## config.mk

```make
export PLATFORM = sky130hd
export DESIGN_NAME = positional_sequence_store_unit_flat
export DESIGN_NICKNAME = d
export VERILOG_FILES = /design/src/rtl/pss_pkg.sv /design/src/rtl/pss_if.sv /design/src/rtl/pss_mod.sv /design/src/rtl/pss_ctrl.sv /design/src/rtl/pss_dpath.sv /design/src/rtl/positional_sequence_store_unit.sv /design/src/flat_wrapper.sv
export VERILOG_INCLUDE_DIRS = /design/src /design/src/rtl
export SDC_FILE = /design/constraint.sdc
export NUM_CORES = 2
export LEC_CHECK = 0
export BUFFER_PORTS_ARGS = -buffer_cell sky130_fd_sc_hd__clkbuf_2
export CAP_MARGIN = 20
export CELL_PAD_IN_SITES_DETAIL_PLACEMENT = 1
export CELL_PAD_IN_SITES_GLOBAL_PLACEMENT = 2
export CORE_MARGIN = 8
export CORE_UTILIZATION = 35
export CTS_BUF_LIST = sky130_fd_sc_hd__clkbuf_16
export CTS_CLUSTER_SIZE = 24
export DETAILED_ROUTE_END_ITERATION = 12
export PLACE_DENSITY_LB_ADDON = 0.1
export SLEW_MARGIN = 30
export SYNTH_ARGS = -nofsm -noshare
export SYNTH_HDL_FRONTEND = slang
export SYNTH_SLANG_ARGS = --single-unit
```

## constraint.sdc

```tcl
create_clock -name i_clk -period 6.36 [get_ports i_clk]
set_clock_uncertainty 0.05 [all_clocks]
set_input_delay 0.954 -clock i_clk [delete_from_list [all_inputs] [get_ports i_clk]]
set_output_delay 0.954 -clock i_clk [all_outputs]
set_load 0.03 [all_outputs]
```

## src/rtl/positional_sequence_store_unit_macros.svh

```systemverilog
// Assertion macros for the positional sequence store.
// Used by the top level only; expects i_clk and i_rst_n in scope.
`ifndef POSITIONAL_SEQUENCE_STORE_UNIT_MACROS_SVH
`define POSITIONAL_SEQUENCE_STORE_UNIT_MACROS_SVH

// Consequent must hold in the same cycle as the antecedent.
`define PSS_ASSERT_NOW(lbl, ante, cons, msg) \
    lbl: assert property (@(posedge i_clk) disable iff (!i_rst_n) (ante) |-> (cons)) \
        else $error(msg);

// Consequent must hold in the cycle after the antecedent.
`define PSS_ASSERT_NEXT(lbl, ante, cons, msg) \
    lbl: assert property (@(posedge i_clk) disable iff (!i_rst_n) (ante) |=> (cons)) \
        else $error(msg);

`endif

```

## src/rtl/pss_pkg.sv

```systemverilog
// Shared types, codes and controller/datapath bundles for the sequence store.
// No dependencies.
package pss_pkg;

    localparam int CAPACITY_DEF = 64;
    localparam int OP_W         = 3;
    localparam int VAL_W        = 32;
    localparam int POS_W        = 7;
    localparam int AMT_W        = 31;
    localparam int ST_W         = 2;
    localparam int LEN_W        = 7;

    typedef logic [OP_W-1:0] t_op;
    localparam t_op OP_INSERT  = 3'd0;
    localparam t_op OP_REMOVE  = 3'd1;
    localparam t_op OP_DUMP    = 3'd2;
    localparam t_op OP_MOVE    = 3'd3;
    localparam t_op OP_REVERSE = 3'd4;
    localparam t_op OP_ROTL    = 3'd5;
    localparam t_op OP_ROTR    = 3'd6;

    typedef logic [ST_W-1:0] t_st;
    localparam t_st ST_OK    = 2'd0;
    localparam t_st ST_FULL  = 2'd1;
    localparam t_st ST_RANGE = 2'd2;

    // index register operations
    typedef logic [3:0] t_idx_op;
    localparam t_idx_op IDX_HOLD   = 4'd0;
    localparam t_idx_op IDX_UP     = 4'd1;  // i++, j++
    localparam t_idx_op IDX_DN     = 4'd2;  // i--, j--
    localparam t_idx_op IDX_CLOSE  = 4'd3;  // i++, j--
    localparam t_idx_op IDX_INS    = 4'd4;  // i = n, j = n-1
    localparam t_idx_op IDX_FWD    = 4'd5;  // i = pos, j = pos+1
    localparam t_idx_op IDX_BWD    = 4'd6;  // i = pos, j = pos-1
    localparam t_idx_op IDX_FLIP_A = 4'd7;  // i = 0, j = k-1
    localparam t_idx_op IDX_FLIP_B = 4'd8;  // i = k, j = n-1
    localparam t_idx_op IDX_ZERO   = 4'd9;  // i = 0, j = n-1

    typedef logic [1:0] t_wd;
    localparam t_wd WD_RDATA = 2'd0;
    localparam t_wd WD_VALUE = 2'd1;
    localparam t_wd WD_TMP   = 2'd2;

    typedef struct packed {
        logic    load_item;
        logic    rd_en;
        logic    rd_j;
        logic    wr_en;
        logic    wr_j;
        t_wd     wd_sel;
        logic    tmp_ld;
        t_idx_op idx_op;
        logic    mod_start;
        logic    out_ld;
        logic    out_dump;
        t_st     st;
        logic    fill_inc;
        logic    fill_dec;
    } t_cmd;

    typedef struct packed {
        t_op  op;
        logic full;
        logic pos_gt_n;
        logic pos_ge_n;
        logic tgt_ge_n;
        logic pos_eq_tgt;
        logic tgt_gt_pos;
        logic n_lt2;
        logic n_zero;
        logic i_gt_pos;
        logic j_lt_n;
        logic i_lt_tgt;
        logic i_gt_tgt;
        logic i_lt_j;
        logic i_last;
        logic k_zero;
        logic mod_done;
        logic out_free;
    } t_stat;

endpackage

```

## src/rtl/pss_if.sv

```systemverilog
// Valid/ready channel interfaces for the sequence store's item and result streams.
// Depends on pss_pkg.
interface pss_in_if;
    logic                              valid;
    logic                              ready;
    logic [pss_pkg::OP_W-1:0]          op;
    logic signed [pss_pkg::VAL_W-1:0]  value;
    logic [pss_pkg::POS_W-1:0]         position;
    logic [pss_pkg::POS_W-1:0]         target_position;
    logic [pss_pkg::AMT_W-1:0]         amount;

    modport source (output valid, op, value, position, target_position, amount,
                    input ready);
    modport sink   (input valid, op, value, position, target_position, amount,
                    output ready);
endinterface

interface pss_out_if;
    logic                              valid;
    logic                              ready;
    logic signed [pss_pkg::VAL_W-1:0]  element;
    logic                              has_element;
    logic [pss_pkg::ST_W-1:0]          status;
    logic [pss_pkg::LEN_W-1:0]         length;
    logic                              last;

    modport source (output valid, element, has_element, status, length, last,
                    input ready);
    modport sink   (input valid, element, has_element, status, length, last,
                    output ready);
endinterface

```

## src/rtl/pss_mod.sv

```systemverilog
// Bit-serial remainder unit: dividend % divisor, one quotient bit per cycle.
// Depends on pss_pkg.
module pss_mod #(
    parameter int CW = 7
) (
    input  logic                       i_clk,
    input  logic                       i_rst_n,
    input  logic                       i_start,
    input  logic [pss_pkg::AMT_W-1:0]  i_dividend,
    input  logic [CW-1:0]              i_divisor,
    output logic                       o_done,
    output logic [CW-1:0]              o_rem
);
    localparam int BW = $clog2(pss_pkg::AMT_W);

    logic                      r_busy;
    logic [BW-1:0]             r_cnt;
    logic [pss_pkg::AMT_W-1:0] r_q;
    logic [CW-1:0]             r_rem;
    logic [CW:0]               trial;
    logic [CW:0]               diff;
    logic [CW-1:0]             n_rem;

    always_comb begin
        trial = {r_rem, r_q[pss_pkg::AMT_W-1]};
        diff  = trial - {1'b0, i_divisor};
        if (trial >= {1'b0, i_divisor}) begin
            n_rem = diff[CW-1:0];
        end else begin
            n_rem = trial[CW-1:0];
        end
    end

    always_ff @(posedge i_clk) begin
        if (!i_rst_n) begin
            r_busy <= 1'b0;
            r_cnt  <= '0;
        end else if (i_start) begin
            r_busy <= 1'b1;
            r_cnt  <= BW'(pss_pkg::AMT_W - 1);
        end else if (r_busy) begin
            r_cnt <= r_cnt - 1'b1;
            if (r_cnt == '0) begin
                r_busy <= 1'b0;
            end
        end
    end

    always_ff @(posedge i_clk) begin
        if (i_start) begin
            r_rem <= '0;
            r_q   <= i_dividend;
        end else if (r_busy) begin
            r_rem <= n_rem;
            r_q   <= {r_q[pss_pkg::AMT_W-2:0], 1'b0};
        end
    end

    assign o_done = !r_busy;
    assign o_rem  = r_rem;
endmodule

```

## src/rtl/pss_ctrl.sv

```systemverilog
// Sequencer for the store: decodes each item and steps the datapath loops.
// Depends on pss_pkg.
module pss_ctrl (
    input  logic            i_clk,
    input  logic            i_rst_n,
    input  logic            i_in_valid,
    output logic            o_in_ready,
    input  pss_pkg::t_stat  i_stat,
    output pss_pkg::t_cmd   o_cmd
);
    localparam logic [3:0] S_IDLE     = 4'd0;
    localparam logic [3:0] S_DISP     = 4'd1;
    localparam logic [3:0] S_MV_RD    = 4'd2;
    localparam logic [3:0] S_MV_TMP   = 4'd3;
    localparam logic [3:0] S_CP_RD    = 4'd4;
    localparam logic [3:0] S_CP_WR    = 4'd5;
    localparam logic [3:0] S_PUT      = 4'd6;
    localparam logic [3:0] S_MOD      = 4'd7;
    localparam logic [3:0] S_SW_RDI   = 4'd8;
    localparam logic [3:0] S_SW_RDJ   = 4'd9;
    localparam logic [3:0] S_SW_WRI   = 4'd10;
    localparam logic [3:0] S_SW_WRJ   = 4'd11;
    localparam logic [3:0] S_DUMP_RD  = 4'd12;
    localparam logic [3:0] S_DUMP_OUT = 4'd13;
    localparam logic [3:0] S_FIN      = 4'd14;

    localparam logic [1:0] K_INS  = 2'd0;
    localparam logic [1:0] K_REM  = 2'd1;
    localparam logic [1:0] K_MVUP = 2'd2;
    localparam logic [1:0] K_MVDN = 2'd3;

    localparam logic [1:0] PH_REV = 2'd0;
    localparam logic [1:0] PH_A   = 2'd1;
    localparam logic [1:0] PH_B   = 2'd2;
    localparam logic [1:0] PH_C   = 2'd3;

    logic [3:0]     r_state, n_state;
    logic [1:0]     r_kind, n_kind;
    logic [1:0]     r_phase, n_phase;
    pss_pkg::t_st   r_st, n_st;
    logic           cont;

    always_comb begin
        unique case (r_kind)
            K_INS:   cont = i_stat.i_gt_pos;
            K_REM:   cont = i_stat.j_lt_n;
            K_MVUP:  cont = i_stat.i_lt_tgt;
            default: cont = i_stat.i_gt_tgt;
        endcase
    end

    always_comb begin
        o_cmd   = '0;
        n_state = r_state;
        n_kind  = r_kind;
        n_phase = r_phase;
        n_st    = r_st;
        unique case (r_state)
            S_IDLE: begin
                if (i_in_valid) begin
                    o_cmd.load_item = 1'b1;
                    n_st            = pss_pkg::ST_OK;
                    n_state         = S_DISP;
                end
            end
            S_DISP: begin
                n_state = S_FIN;
                unique case (i_stat.op)
                    pss_pkg::OP_INSERT: begin
                        if (i_stat.full) begin
                            n_st = pss_pkg::ST_FULL;
                        end else if (i_stat.pos_gt_n) begin
                            n_st = pss_pkg::ST_RANGE;
                        end else begin
                            o_cmd.idx_op = pss_pkg::IDX_INS;
                            n_kind       = K_INS;
                            n_state      = S_CP_RD;
                        end
                    end
                    pss_pkg::OP_REMOVE: begin
                        if (i_stat.pos_ge_n) begin
                            n_st = pss_pkg::ST_RANGE;
                        end else begin
                            o_cmd.idx_op = pss_pkg::IDX_FWD;
                            n_kind       = K_REM;
                            n_state      = S_CP_RD;
                        end
                    end
                    pss_pkg::OP_DUMP: begin
                        if (!i_stat.n_zero) begin
                            o_cmd.idx_op = pss_pkg::IDX_ZERO;
                            n_state      = S_DUMP_RD;
                        end
                    end
                    pss_pkg::OP_MOVE: begin
                        if (i_stat.pos_ge_n || i_stat.tgt_ge_n) begin
                            n_st = pss_pkg::ST_RANGE;
                        end else if (!i_stat.pos_eq_tgt) begin
                            if (i_stat.tgt_gt_pos) begin
                                o_cmd.idx_op = pss_pkg::IDX_FWD;
                                n_kind       = K_MVUP;
                            end else begin
                                o_cmd.idx_op = pss_pkg::IDX_BWD;
                                n_kind       = K_MVDN;
                            end
                            n_state = S_MV_RD;
                        end
                    end
                    pss_pkg::OP_REVERSE: begin
                        if (!i_stat.n_lt2) begin
                            o_cmd.idx_op = pss_pkg::IDX_ZERO;
                            n_phase      = PH_REV;
                            n_state      = S_SW_RDI;
                        end
                    end
                    pss_pkg::OP_ROTL, pss_pkg::OP_ROTR: begin
                        if (!i_stat.n_lt2) begin
                            o_cmd.mod_start = 1'b1;
                            n_state         = S_MOD;
                        end
                    end
                    default: n_state = S_FIN;
                endcase
            end
            S_MV_RD: begin
                o_cmd.rd_en = 1'b1;
                n_state     = S_MV_TMP;
            end
            S_MV_TMP: begin
                o_cmd.tmp_ld = 1'b1;
                n_state      = S_CP_RD;
            end
            S_CP_RD: begin
                if (cont) begin
                    o_cmd.rd_en = 1'b1;
                    o_cmd.rd_j  = 1'b1;
                    n_state     = S_CP_WR;
                end else if (r_kind == K_REM) begin
                    o_cmd.fill_dec = 1'b1;
                    n_state        = S_FIN;
                end else begin
                    n_state = S_PUT;
                end
            end
            S_CP_WR: begin
                o_cmd.wr_en  = 1'b1;
                o_cmd.wd_sel = pss_pkg::WD_RDATA;
                o_cmd.idx_op = (r_kind == K_INS || r_kind == K_MVDN) ?
                               pss_pkg::IDX_DN : pss_pkg::IDX_UP;
                n_state      = S_CP_RD;
            end
            S_PUT: begin
                // index has landed on the insert position or move target
                o_cmd.wr_en    = 1'b1;
                o_cmd.wd_sel   = (r_kind == K_INS) ? pss_pkg::WD_VALUE : pss_pkg::WD_TMP;
                o_cmd.fill_inc = (r_kind == K_INS);
                n_state        = S_FIN;
            end
            S_MOD: begin
                if (i_stat.mod_done) begin
                    if (i_stat.k_zero) begin
                        n_state = S_FIN;
                    end else begin
                        o_cmd.idx_op = pss_pkg::IDX_FLIP_A;
                        n_phase      = PH_A;
                        n_state      = S_SW_RDI;
                    end
                end
            end
            S_SW_RDI: begin
                if (i_stat.i_lt_j) begin
                    o_cmd.rd_en = 1'b1;
                    n_state     = S_SW_RDJ;
                end else begin
                    // rotation is three reversals: [0,k), [k,n), [0,n)
                    unique case (r_phase)
                        PH_A: begin
                            o_cmd.idx_op = pss_pkg::IDX_FLIP_B;
                            n_phase      = PH_B;
                        end
                        PH_B: begin
                            o_cmd.idx_op = pss_pkg::IDX_ZERO;
                            n_phase      = PH_C;
                        end
                        default: n_state = S_FIN;
                    endcase
                end
            end
            S_SW_RDJ: begin
                o_cmd.rd_en  = 1'b1;
                o_cmd.rd_j   = 1'b1;
                o_cmd.tmp_ld = 1'b1;
                n_state      = S_SW_WRI;
            end
            S_SW_WRI: begin
                o_cmd.wr_en  = 1'b1;
                o_cmd.wd_sel = pss_pkg::WD_RDATA;
                n_state      = S_SW_WRJ;
            end
            S_SW_WRJ: begin
                o_cmd.wr_en  = 1'b1;
                o_cmd.wr_j   = 1'b1;
                o_cmd.wd_sel = pss_pkg::WD_TMP;
                o_cmd.idx_op = pss_pkg::IDX_CLOSE;
                n_state      = S_SW_RDI;
            end
            S_DUMP_RD: begin
                o_cmd.rd_en = 1'b1;
                n_state     = S_DUMP_OUT;
            end
            S_DUMP_OUT: begin
                if (i_stat.out_free) begin
                    o_cmd.out_ld   = 1'b1;
                    o_cmd.out_dump = 1'b1;
                    o_cmd.idx_op   = pss_pkg::IDX_UP;
                    n_state        = i_stat.i_last ? S_IDLE : S_DUMP_RD;
                end
            end
            S_FIN: begin
                if (i_stat.out_free) begin
                    o_cmd.out_ld = 1'b1;
                    o_cmd.st     = r_st;
                    n_state      = S_IDLE;
                end
            end
            default: n_state = S_IDLE;
        endcase
    end

    always_ff @(posedge i_clk) begin
        if (!i_rst_n) begin
            r_state <= S_IDLE;
            r_kind  <= K_INS;
            r_phase <= PH_REV;
            r_st    <= pss_pkg::ST_OK;
        end else begin
            r_state <= n_state;
            r_kind  <= n_kind;
            r_phase <= n_phase;
            r_st    <= n_st;
        end
    end

    assign o_in_ready = (r_state == S_IDLE);
endmodule

```

## src/rtl/pss_dpath.sv

```systemverilog
// Datapath: element memory, index registers, item registers, result register.
// Depends on pss_pkg and pss_mod.
module pss_dpath #(
    parameter int CAPACITY = pss_pkg::CAPACITY_DEF
) (
    input  logic                              i_clk,
    input  logic                              i_rst_n,
    input  pss_pkg::t_cmd                     i_cmd,
    output pss_pkg::t_stat                    o_stat,
    input  logic [pss_pkg::OP_W-1:0]          i_op,
    input  logic signed [pss_pkg::VAL_W-1:0]  i_value,
    input  logic [pss_pkg::POS_W-1:0]         i_position,
    input  logic [pss_pkg::POS_W-1:0]         i_target_position,
    input  logic [pss_pkg::AMT_W-1:0]         i_amount,
    input  logic                              i_out_ready,
    output logic                              o_out_valid,
    output logic signed [pss_pkg::VAL_W-1:0]  o_element,
    output logic                              o_has_element,
    output logic [pss_pkg::ST_W-1:0]          o_status,
    output logic [pss_pkg::LEN_W-1:0]         o_length,
    output logic                              o_last
);
    localparam int AW   = $clog2(CAPACITY);
    localparam int CW   = $clog2(CAPACITY + 1);
    localparam int CMPW = (CW > pss_pkg::POS_W) ? CW : pss_pkg::POS_W;

    logic [pss_pkg::VAL_W-1:0] mem [CAPACITY];

    pss_pkg::t_op              r_op;
    logic [pss_pkg::VAL_W-1:0] r_value;
    logic [pss_pkg::POS_W-1:0] r_pos;
    logic [pss_pkg::POS_W-1:0] r_tgt;
    logic [pss_pkg::AMT_W-1:0] r_amt;
    logic [CW-1:0]             r_fill;
    logic [CW-1:0]             r_i, r_j, n_i, n_j;
    logic [pss_pkg::VAL_W-1:0] r_tmp;
    logic [pss_pkg::VAL_W-1:0] r_rdata;

    logic                      r_ovalid;
    logic [pss_pkg::VAL_W-1:0] r_oelem;
    logic                      r_ohas;
    pss_pkg::t_st              r_ost;
    logic [pss_pkg::LEN_W-1:0] r_olen;
    logic                      r_olast;

    logic [CMPW-1:0]           pos_x, tgt_x, n_x, i_x, j_x;
    logic [CW-1:0]             pos_c;
    logic [CW-1:0]             rem;
    logic                      mod_done;
    logic [CW-1:0]             kval;
    logic [CW-1:0]             rd_idx, wr_idx;
    logic [pss_pkg::VAL_W-1:0] wdata;
    logic                      out_free;

    pss_mod #(.CW(CW)) u_mod (
        .i_clk      (i_clk),
        .i_rst_n    (i_rst_n),
        .i_start    (i_cmd.mod_start),
        .i_dividend (r_amt),
        .i_divisor  (r_fill),
        .o_done     (mod_done),
        .o_rem      (rem)
    );

    assign pos_x = CMPW'(r_pos);
    assign tgt_x = CMPW'(r_tgt);
    assign n_x   = CMPW'(r_fill);
    assign i_x   = CMPW'(r_i);
    assign j_x   = CMPW'(r_j);
    assign pos_c = pos_x[CW-1:0];

    // rotate right by r equals rotate left by n - r
    always_comb begin
        if (r_op == pss_pkg::OP_ROTL || rem == '0) begin
            kval = rem;
        end else begin
            kval = r_fill - rem;
        end
    end

    assign out_free = !r_ovalid || i_out_ready;

    always_comb begin
        o_stat.op         = r_op;
        o_stat.full       = (r_fill == CW'(CAPACITY));
        o_stat.pos_gt_n   = (pos_x > n_x);
        o_stat.pos_ge_n   = (pos_x >= n_x);
        o_stat.tgt_ge_n   = (tgt_x >= n_x);
        o_stat.pos_eq_tgt = (pos_x == tgt_x);
        o_stat.tgt_gt_pos = (tgt_x > pos_x);
        o_stat.n_lt2      = (r_fill < CW'(2));
        o_stat.n_zero     = (r_fill == '0);
        o_stat.i_gt_pos   = (i_x > pos_x);
        o_stat.j_lt_n     = (j_x < n_x);
        o_stat.i_lt_tgt   = (i_x < tgt_x);
        o_stat.i_gt_tgt   = (i_x > tgt_x);
        o_stat.i_lt_j     = (r_i < r_j);
        o_stat.i_last     = (r_i == r_fill - 1'b1);
        o_stat.k_zero     = (kval == '0);
        o_stat.mod_done   = mod_done;
        o_stat.out_free   = out_free;
    end

    always_comb begin
        n_i = r_i;
        n_j = r_j;
        unique case (i_cmd.idx_op)
            pss_pkg::IDX_HOLD: ;
            pss_pkg::IDX_UP: begin
                n_i = r_i + 1'b1;
                n_j = r_j + 1'b1;
            end
            pss_pkg::IDX_DN: begin
                n_i = r_i - 1'b1;
                n_j = r_j - 1'b1;
            end
            pss_pkg::IDX_CLOSE: begin
                n_i = r_i + 1'b1;
                n_j = r_j - 1'b1;
            end
            pss_pkg::IDX_INS: begin
                n_i = r_fill;
                n_j = r_fill - 1'b1;
            end
            pss_pkg::IDX_FWD: begin
                n_i = pos_c;
                n_j = pos_c + 1'b1;
            end
            pss_pkg::IDX_BWD: begin
                n_i = pos_c;
                n_j = pos_c - 1'b1;
            end
            pss_pkg::IDX_FLIP_A: begin
                n_i = '0;
                n_j = kval - 1'b1;
            end
            pss_pkg::IDX_FLIP_B: begin
                n_i = kval;
                n_j = r_fill - 1'b1;
            end
            pss_pkg::IDX_ZERO: begin
                n_i = '0;
                n_j = r_fill - 1'b1;
            end
            default: ;
        endcase
    end

    assign rd_idx = i_cmd.rd_j ? r_j : r_i;
    assign wr_idx = i_cmd.wr_j ? r_j : r_i;

    always_comb begin
        unique case (i_cmd.wd_sel)
            pss_pkg::WD_VALUE: wdata = r_value;
            pss_pkg::WD_TMP:   wdata = r_tmp;
            default:           wdata = r_rdata;
        endcase
    end

    always_ff @(posedge i_clk) begin
        if (i_cmd.wr_en) begin
            mem[wr_idx[AW-1:0]] <= wdata;
        end
        if (i_cmd.rd_en) begin
            r_rdata <= mem[rd_idx[AW-1:0]];
        end
    end

    always_ff @(posedge i_clk) begin
        r_i <= n_i;
        r_j <= n_j;
        if (i_cmd.tmp_ld) begin
            r_tmp <= r_rdata;
        end
        if (i_cmd.load_item) begin
            r_value <= i_value;
            r_pos   <= i_position;
            r_tgt   <= i_target_position;
            r_amt   <= i_amount;
        end
    end

    always_ff @(posedge i_clk) begin
        if (!i_rst_n) begin
            r_op   <= pss_pkg::OP_INSERT;
            r_fill <= '0;
        end else begin
            if (i_cmd.load_item) begin
                r_op <= i_op;
            end
            if (i_cmd.fill_inc) begin
                r_fill <= r_fill + 1'b1;
            end else if (i_cmd.fill_dec) begin
                r_fill <= r_fill - 1'b1;
            end
        end
    end

    always_ff @(posedge i_clk) begin
        if (!i_rst_n) begin
            r_ovalid <= 1'b0;
        end else if (i_cmd.out_ld) begin
            r_ovalid <= 1'b1;
        end else if (i_out_ready) begin
            r_ovalid <= 1'b0;
        end
    end

    always_ff @(posedge i_clk) begin
        if (i_cmd.out_ld) begin
            r_olen <= n_x[pss_pkg::LEN_W-1:0];
            if (i_cmd.out_dump) begin
                r_oelem <= r_rdata;
                r_ohas  <= 1'b1;
                r_ost   <= pss_pkg::ST_OK;
                r_olast <= o_stat.i_last;
            end else begin
                r_oelem <= '0;
                r_ohas  <= 1'b0;
                r_ost   <= i_cmd.st;
                r_olast <= 1'b1;
            end
        end
    end

    assign o_out_valid   = r_ovalid;
    assign o_element     = r_oelem;
    assign o_has_element = r_ohas;
    assign o_status      = r_ost;
    assign o_length      = r_olen;
    assign o_last        = r_olast;
endmodule

```

## src/rtl/positional_sequence_store_unit.sv

```systemverilog
// Positional sequence store: an ordered list of signed 32-bit values edited by
// position (insert, remove, move, reverse, rotate) and read out by dump.
// Items arrive on i_in (valid/ready) and results leave on o_out (valid/ready).
// One item is worked at a time; i_in.ready is high only while idle. Every
// operation but dump yields one status result; a dump yields one result per
// element with the final one marked by last, or one marker result if empty.
// Every editing operation and dump steps through the element memory, reading
// or writing one element at a time. Rotate first takes the amount modulo
// the length in the bit-serial remainder unit, then does three reversals.
// The result register frees the controller as soon as it is loaded, so the
// next item is taken while a result still waits. A stall on o_out holds the
// controller only when it has a new result to load.
// Reset empties the store at once (length zero); stored cells are not cleared
// and are never read before they are written.
// Depends on pss_pkg, pss_if, pss_ctrl, pss_dpath and the macros header.
`include "positional_sequence_store_unit_macros.svh"

module positional_sequence_store_unit #(
    parameter int CAPACITY = pss_pkg::CAPACITY_DEF
) (
    input  logic       i_clk,
    input  logic       i_rst_n,
    pss_in_if.sink     i_in,
    pss_out_if.source  o_out
);
    pss_pkg::t_cmd  cmd;
    pss_pkg::t_stat stat;

    pss_ctrl u_ctrl (
        .i_clk      (i_clk),
        .i_rst_n    (i_rst_n),
        .i_in_valid (i_in.valid),
        .o_in_ready (i_in.ready),
        .i_stat     (stat),
        .o_cmd      (cmd)
    );

    pss_dpath #(.CAPACITY(CAPACITY)) u_dpath (
        .i_clk             (i_clk),
        .i_rst_n           (i_rst_n),
        .i_cmd             (cmd),
        .o_stat            (stat),
        .i_op              (i_in.op),
        .i_value           (i_in.value),
        .i_position        (i_in.position),
        .i_target_position (i_in.target_position),
        .i_amount          (i_in.amount),
        .i_out_ready       (o_out.ready),
        .o_out_valid       (o_out.valid),
        .o_element         (o_out.element),
        .o_has_element     (o_out.has_element),
        .o_status          (o_out.status),
        .o_length          (o_out.length),
        .o_last            (o_out.last)
    );

    `PSS_ASSERT_NEXT(a_busy_after_accept, i_in.valid && i_in.ready, !i_in.ready, "ready")
    `PSS_ASSERT_NOW(a_dump_ok, o_out.valid && o_out.has_element, o_out.status == 2'd0, "dump st")
    `PSS_ASSERT_NOW(a_status_last, o_out.valid && !o_out.has_element, o_out.last, "not last")
    `PSS_ASSERT_NOW(a_status_zero, o_out.valid && !o_out.has_element, o_out.element == '0, "elem")
    `PSS_ASSERT_NOW(a_length_bound, o_out.valid, 32'(o_out.length) <= 32'(CAPACITY), "length")
endmodule
```

## src/flat_wrapper.sv

```systemverilog
// flat-port wrapper written by rule: the top's interface ports become plain ports
module positional_sequence_store_unit_flat 
#(
    parameter int CAPACITY = pss_pkg::CAPACITY_DEF
)
  (i_clk, i_rst_n, i_in_valid, i_in_op, i_in_value, i_in_position, i_in_target_position, i_in_amount, i_in_ready, o_out_valid, o_out_element, o_out_has_element, o_out_status, o_out_length, o_out_last, o_out_ready);
  pss_in_if i_in_i ();
  pss_out_if o_out_i ();
  input  logic i_clk;
  input  logic i_rst_n;
  input wire logic [$bits(i_in_i.valid)-1:0] i_in_valid;
  input wire logic [$bits(i_in_i.op)-1:0] i_in_op;
  input wire logic [$bits(i_in_i.value)-1:0] i_in_value;
  input wire logic [$bits(i_in_i.position)-1:0] i_in_position;
  input wire logic [$bits(i_in_i.target_position)-1:0] i_in_target_position;
  input wire logic [$bits(i_in_i.amount)-1:0] i_in_amount;
  output wire logic [$bits(i_in_i.ready)-1:0] i_in_ready;
  output wire logic [$bits(o_out_i.valid)-1:0] o_out_valid;
  output wire logic [$bits(o_out_i.element)-1:0] o_out_element;
  output wire logic [$bits(o_out_i.has_element)-1:0] o_out_has_element;
  output wire logic [$bits(o_out_i.status)-1:0] o_out_status;
  output wire logic [$bits(o_out_i.length)-1:0] o_out_length;
  output wire logic [$bits(o_out_i.last)-1:0] o_out_last;
  input wire logic [$bits(o_out_i.ready)-1:0] o_out_ready;
  assign i_in_i.valid = i_in_valid;
  assign i_in_i.op = i_in_op;
  assign i_in_i.value = i_in_value;
  assign i_in_i.position = i_in_position;
  assign i_in_i.target_position = i_in_target_position;
  assign i_in_i.amount = i_in_amount;
  assign i_in_ready = i_in_i.ready;
  assign o_out_valid = o_out_i.valid;
  assign o_out_element = o_out_i.element;
  assign o_out_has_element = o_out_i.has_element;
  assign o_out_status = o_out_i.status;
  assign o_out_length = o_out_i.length;
  assign o_out_last = o_out_i.last;
  assign o_out_i.ready = o_out_ready;
  positional_sequence_store_unit #(.CAPACITY(CAPACITY)) u_core (.i_clk(i_clk), .i_rst_n(i_rst_n), .i_in(i_in_i), .o_out(o_out_i));
endmodule
```

==> results.yml <==
power_and_ir_drop:
  p_clk_frac: 0.293
  leakagePower_nw: 36.5
  sw_frac_of_total: 0.347
  report.power.total_mw: 49.5
  max-vdd-ir-drop_mv: 0.407
  netSwitchingPower_mw: 17.2
  internal_power_mw: 32.3
  power_density_nw_per_um2: 461
  power_frac_seq: 0.412
  power_frac_comb: 0.296
synthesis:
  syn_area_um2: 92600
  synth_seq_area_share: 0.746
  yosys.area.top_type: "edfxtp_1"
  synthArstFlopShare: 0
  syn-num-nets: 6067
  synthTopCellsByArea: "edfxtp_1 74%, mux2i_1 7.0%, nand2_1 2.9%"
  synthDistinctLibCells: 86
  ys_ff_latch: 2311
  synth_flop_cell: "edfxtp_1"
  synth-edff-count: 2277
  synth_cells: 5903
  ys_warn_count: 0
  synth.avg_cell_area_um2: 15.7
  yosysTopAreaCellShare: 0.738
drt:
  drc_errors: 0
  drt_pass1_iterations: 5
  vias: 54315
  drtIter0Drc: 5162
  routed_wirelength_um: 308000
  wire_per_inst_um: 31.0
  ant_nets: 0
  dr_wl_met2_um: 143000
  wl_met3_um: 16300
  met1_length_um: 144000
  avgViaCountPerCell: 5.47
  top_layer: "met4"
clock_tree:
  holdBufCountCts: 0
  post_cts_buffers: 0
  cts_made_buffers: 270
  cts_htree_levels: 5
  cts_tree: "built"
  clk_pin_slew_worst_paths_ns: 0.06
  cts_buffer_depth: 4
  root_buffer: "clkbuf_16"
  post_cts_resized: 0
  clkLatencyLatePin_ns: 0.83
  cts.sinks: 2311
placed_design:
  dp_cells: 9462
  place_area_um2: 99200
  hpwl_um: 174000
  dp_slack_ns: 0.447
  place_congestion: 0.805
  portBuffers: 128
cells_and_area:
  num-nets-final: 6366
  area_delta_synth_final_pct: 15.9
  layout_commonest_cell: "edfxtp_1"
  drive_gt1_frac: 0.154
  final_cell_mix: "2,277 x edfxtp_1, 682 x nand2_1, 644 x mux2i_1"
  post-route-util: 0.406
  fin_area_um2: 107000
  fillers: 26030
  fin_cells: 9933
worst_setup_path:
  critical_path.startpoint_type: "register"
  crit_fanout: 33
  crit_top_cell: "o21ai_1"
  crit_arrival_ns: 6.37
  slowest_delay_ns: 0.83
  crit_required_ns: 6.84
  path_cells: "inv_1, ha_1, nand2_1, o21ai_1, a31oi_1, o21ai_1, a211o_1, and2b_2, mux2i_4, buf_12, o22ai_1, o21ai_0, and4_1, o2111ai_1"
  end_kind: "register"
  critPathTopFamily: "compound AO/OA/AOI/OAI gates"
  cp_num_buf_inv: 2
  critPathKind: "reg -> reg"
  cpMaxStageDelayCell: "mux2i_4"
grt:
  grt_pass1_vias: 55885
  grtUsageTotal: 0.212
  grt_pass1_wl_um: 433000
  overflow: 0
  grt_start_max_net_pins: 111
  antenna_found_initial: 20
sta:
  setup_violations: 0
  max_slew_margin: 0.345
  hold-worst-slack_ns: 0.245
  setup_ws_ns: 0.469
  timing_hold_violations_final: 0
  layout_min_cycle_time_ns: 5.89
  fmax_mhz: 170
  fin_setup_tns_ns: 0
  finalCritPeriodShare: 0.926
  tightest_slew_ns: 0.983
  rsz0062_at_grt: "no"
  finalMaxSlewViolations: 0
floorplan:
  die_y_um: 530
  rows: 189
  die_w_um: 530
  pin_count: 129
  start_util: 0.351
  core_area_um2: 264000
  dieArea_um2: 281000
job:
  drv_cap: 0
outcome:
  status: "finished clean"
hold_path:
  hold_class: "in -> reg"
## kinds of logic after synthesis
kind of cell | Yosys count | share of synthesized area
muxes | 781 | 0.0864
adders and majority gates | 80 | 0.0111
buffers and inverters | 401 | 0.0205
and+or+nand+nor | 1406 | 0.0700
DFF | 2311 | 0.746
AOI/OAI and AO/OA | 877 | 0.0620
xor gates and xnor gates | 47 | 0.00444
## worst paths after layout
check                                                        start                                   end  slack (ns)  cells after the start
worst max-delay path            u_core.u_dpath.n_x[2]$_SDFFE_PN0P_  u_core.u_dpath.r_rdata[30]$_DFFE_PP_        0.47                     14
worst min-delay path                                i_in_value[26]  u_core.u_dpath.r_value[26]$_DFFE_PP_        0.24                      1
worst max register to register  u_core.u_dpath.n_x[2]$_SDFFE_PN0P_  u_core.u_dpath.r_rdata[30]$_DFFE_PP_        0.47                     14
worst min register to register  u_core.u_ctrl.r_st[0]$_SDFFE_PN0P_    u_core.u_ctrl.r_st[0]$_SDFFE_PN0P_        0.44                      2
## power by group through the flow
stage | sequential (mW) | clock [mW] | combinational (mW)
global placement | 20.7 | 0 | 14.5
finish | 20.4 | 14.5 | 14.7
detailed placement | 20.7 | 0 | 14.7
global route | 20.4 | 15.4 | 15.7
CTS | 20.4 | 14.9 | 14.8
floorplan | 20.5 | 0 | 8.34
## worst reg2reg max path, delay by kind of cell, from the launching register on
kind                     cells  cell delay (ns)
adder cells (fa/ha/maj)      1             0.38
AO/OA/AOI/OAI                7             1.67
multiplexers                 1             0.84
AND/OR/NAND/NOR              3             1.40
flip-flops                   1             0.63
buffers and inverters        2             0.64
## routing by layer
| layer | global-route usage | up-vias |
|---|---|---|
| li1 | - | 23646 |
| met2 | 0.342 | 1385 |
| met3 | 0.0299 | 366 |
| met4 | 0.0392 | 0 |
| met1 | 0.310 | 28918 |
| met5 | 0 | - |
## layout make-up
type / instances / area, um^2 / share of cell area
flip-flops and latches: 2311 / 69100 / 0.643
multi-input cells: 3191 / 22500 / 0.209
clock buffers: 280 / 7010 / 0.0653
well taps: 3533 / 4420 / 0.0412
repair buffers: 367 / 3030 / 0.0282
clock inverters: 183 / 1100 / 0.0103
inverters: 61 / 241 / 0.00225
diodes: 7 / 17.5 / 0.000163
## flip-flops by register name, indices dropped and copies added, names as in the netlist, 2 cells and up
name	count
u_core.u_dpath.r_value	32
u_core.u_dpath.r_rdata	32
u_core.u_dpath.u_mod.o_rem	7
u_core.u_ctrl.r_kind	2
u_core.u_dpath.u_mod.r_q	31
u_core.u_dpath.r_amt	31
u_core.u_dpath.u_mod.r_cnt	5
u_core.u_dpath.n_x	7
u_core.u_dpath.i_x	7
u_core.u_ctrl.r_phase	2
u_core.u_ctrl.r_state	4
u_core.u_dpath.r_tgt	7
u_core.u_dpath.mem	2048
u_core.u_dpath.r_tmp	32
u_core.u_dpath.pos_c	7
u_core.u_dpath.o_length	7
u_core.u_dpath.j_x	7
u_core.u_dpath.r_op	3
u_core.u_dpath.o_element	32
u_core.u_ctrl.r_st	2
u_core.u_dpath.o_status	2
## Yosys cell counts (14+ instances only)
cell type  count
nand3_1      249
a31oi_1       92
nand4_1      100
nor2_1       133
clkbuf_1     113
nand2b_1      15
nor2b_1       34
a222oi_1      41
mux2i_1      647
buf_4         36
buf_2        167
a211oi_1      25
a22oi_1       56
xnor2_1       33
ha_1          77
a311oi_1      17
inv_1         57
buf_1         19
and2_1        45
xor2_1        14
o22ai_1      309
nor3_1        39
dfxtp_1       34
mux2_2       131
edfxtp_1    2277
a21oi_1       51
o21ai_0      170
nand2_1      716
and4_1        34
Note: power is estimated with default switching activity, not from simulation.
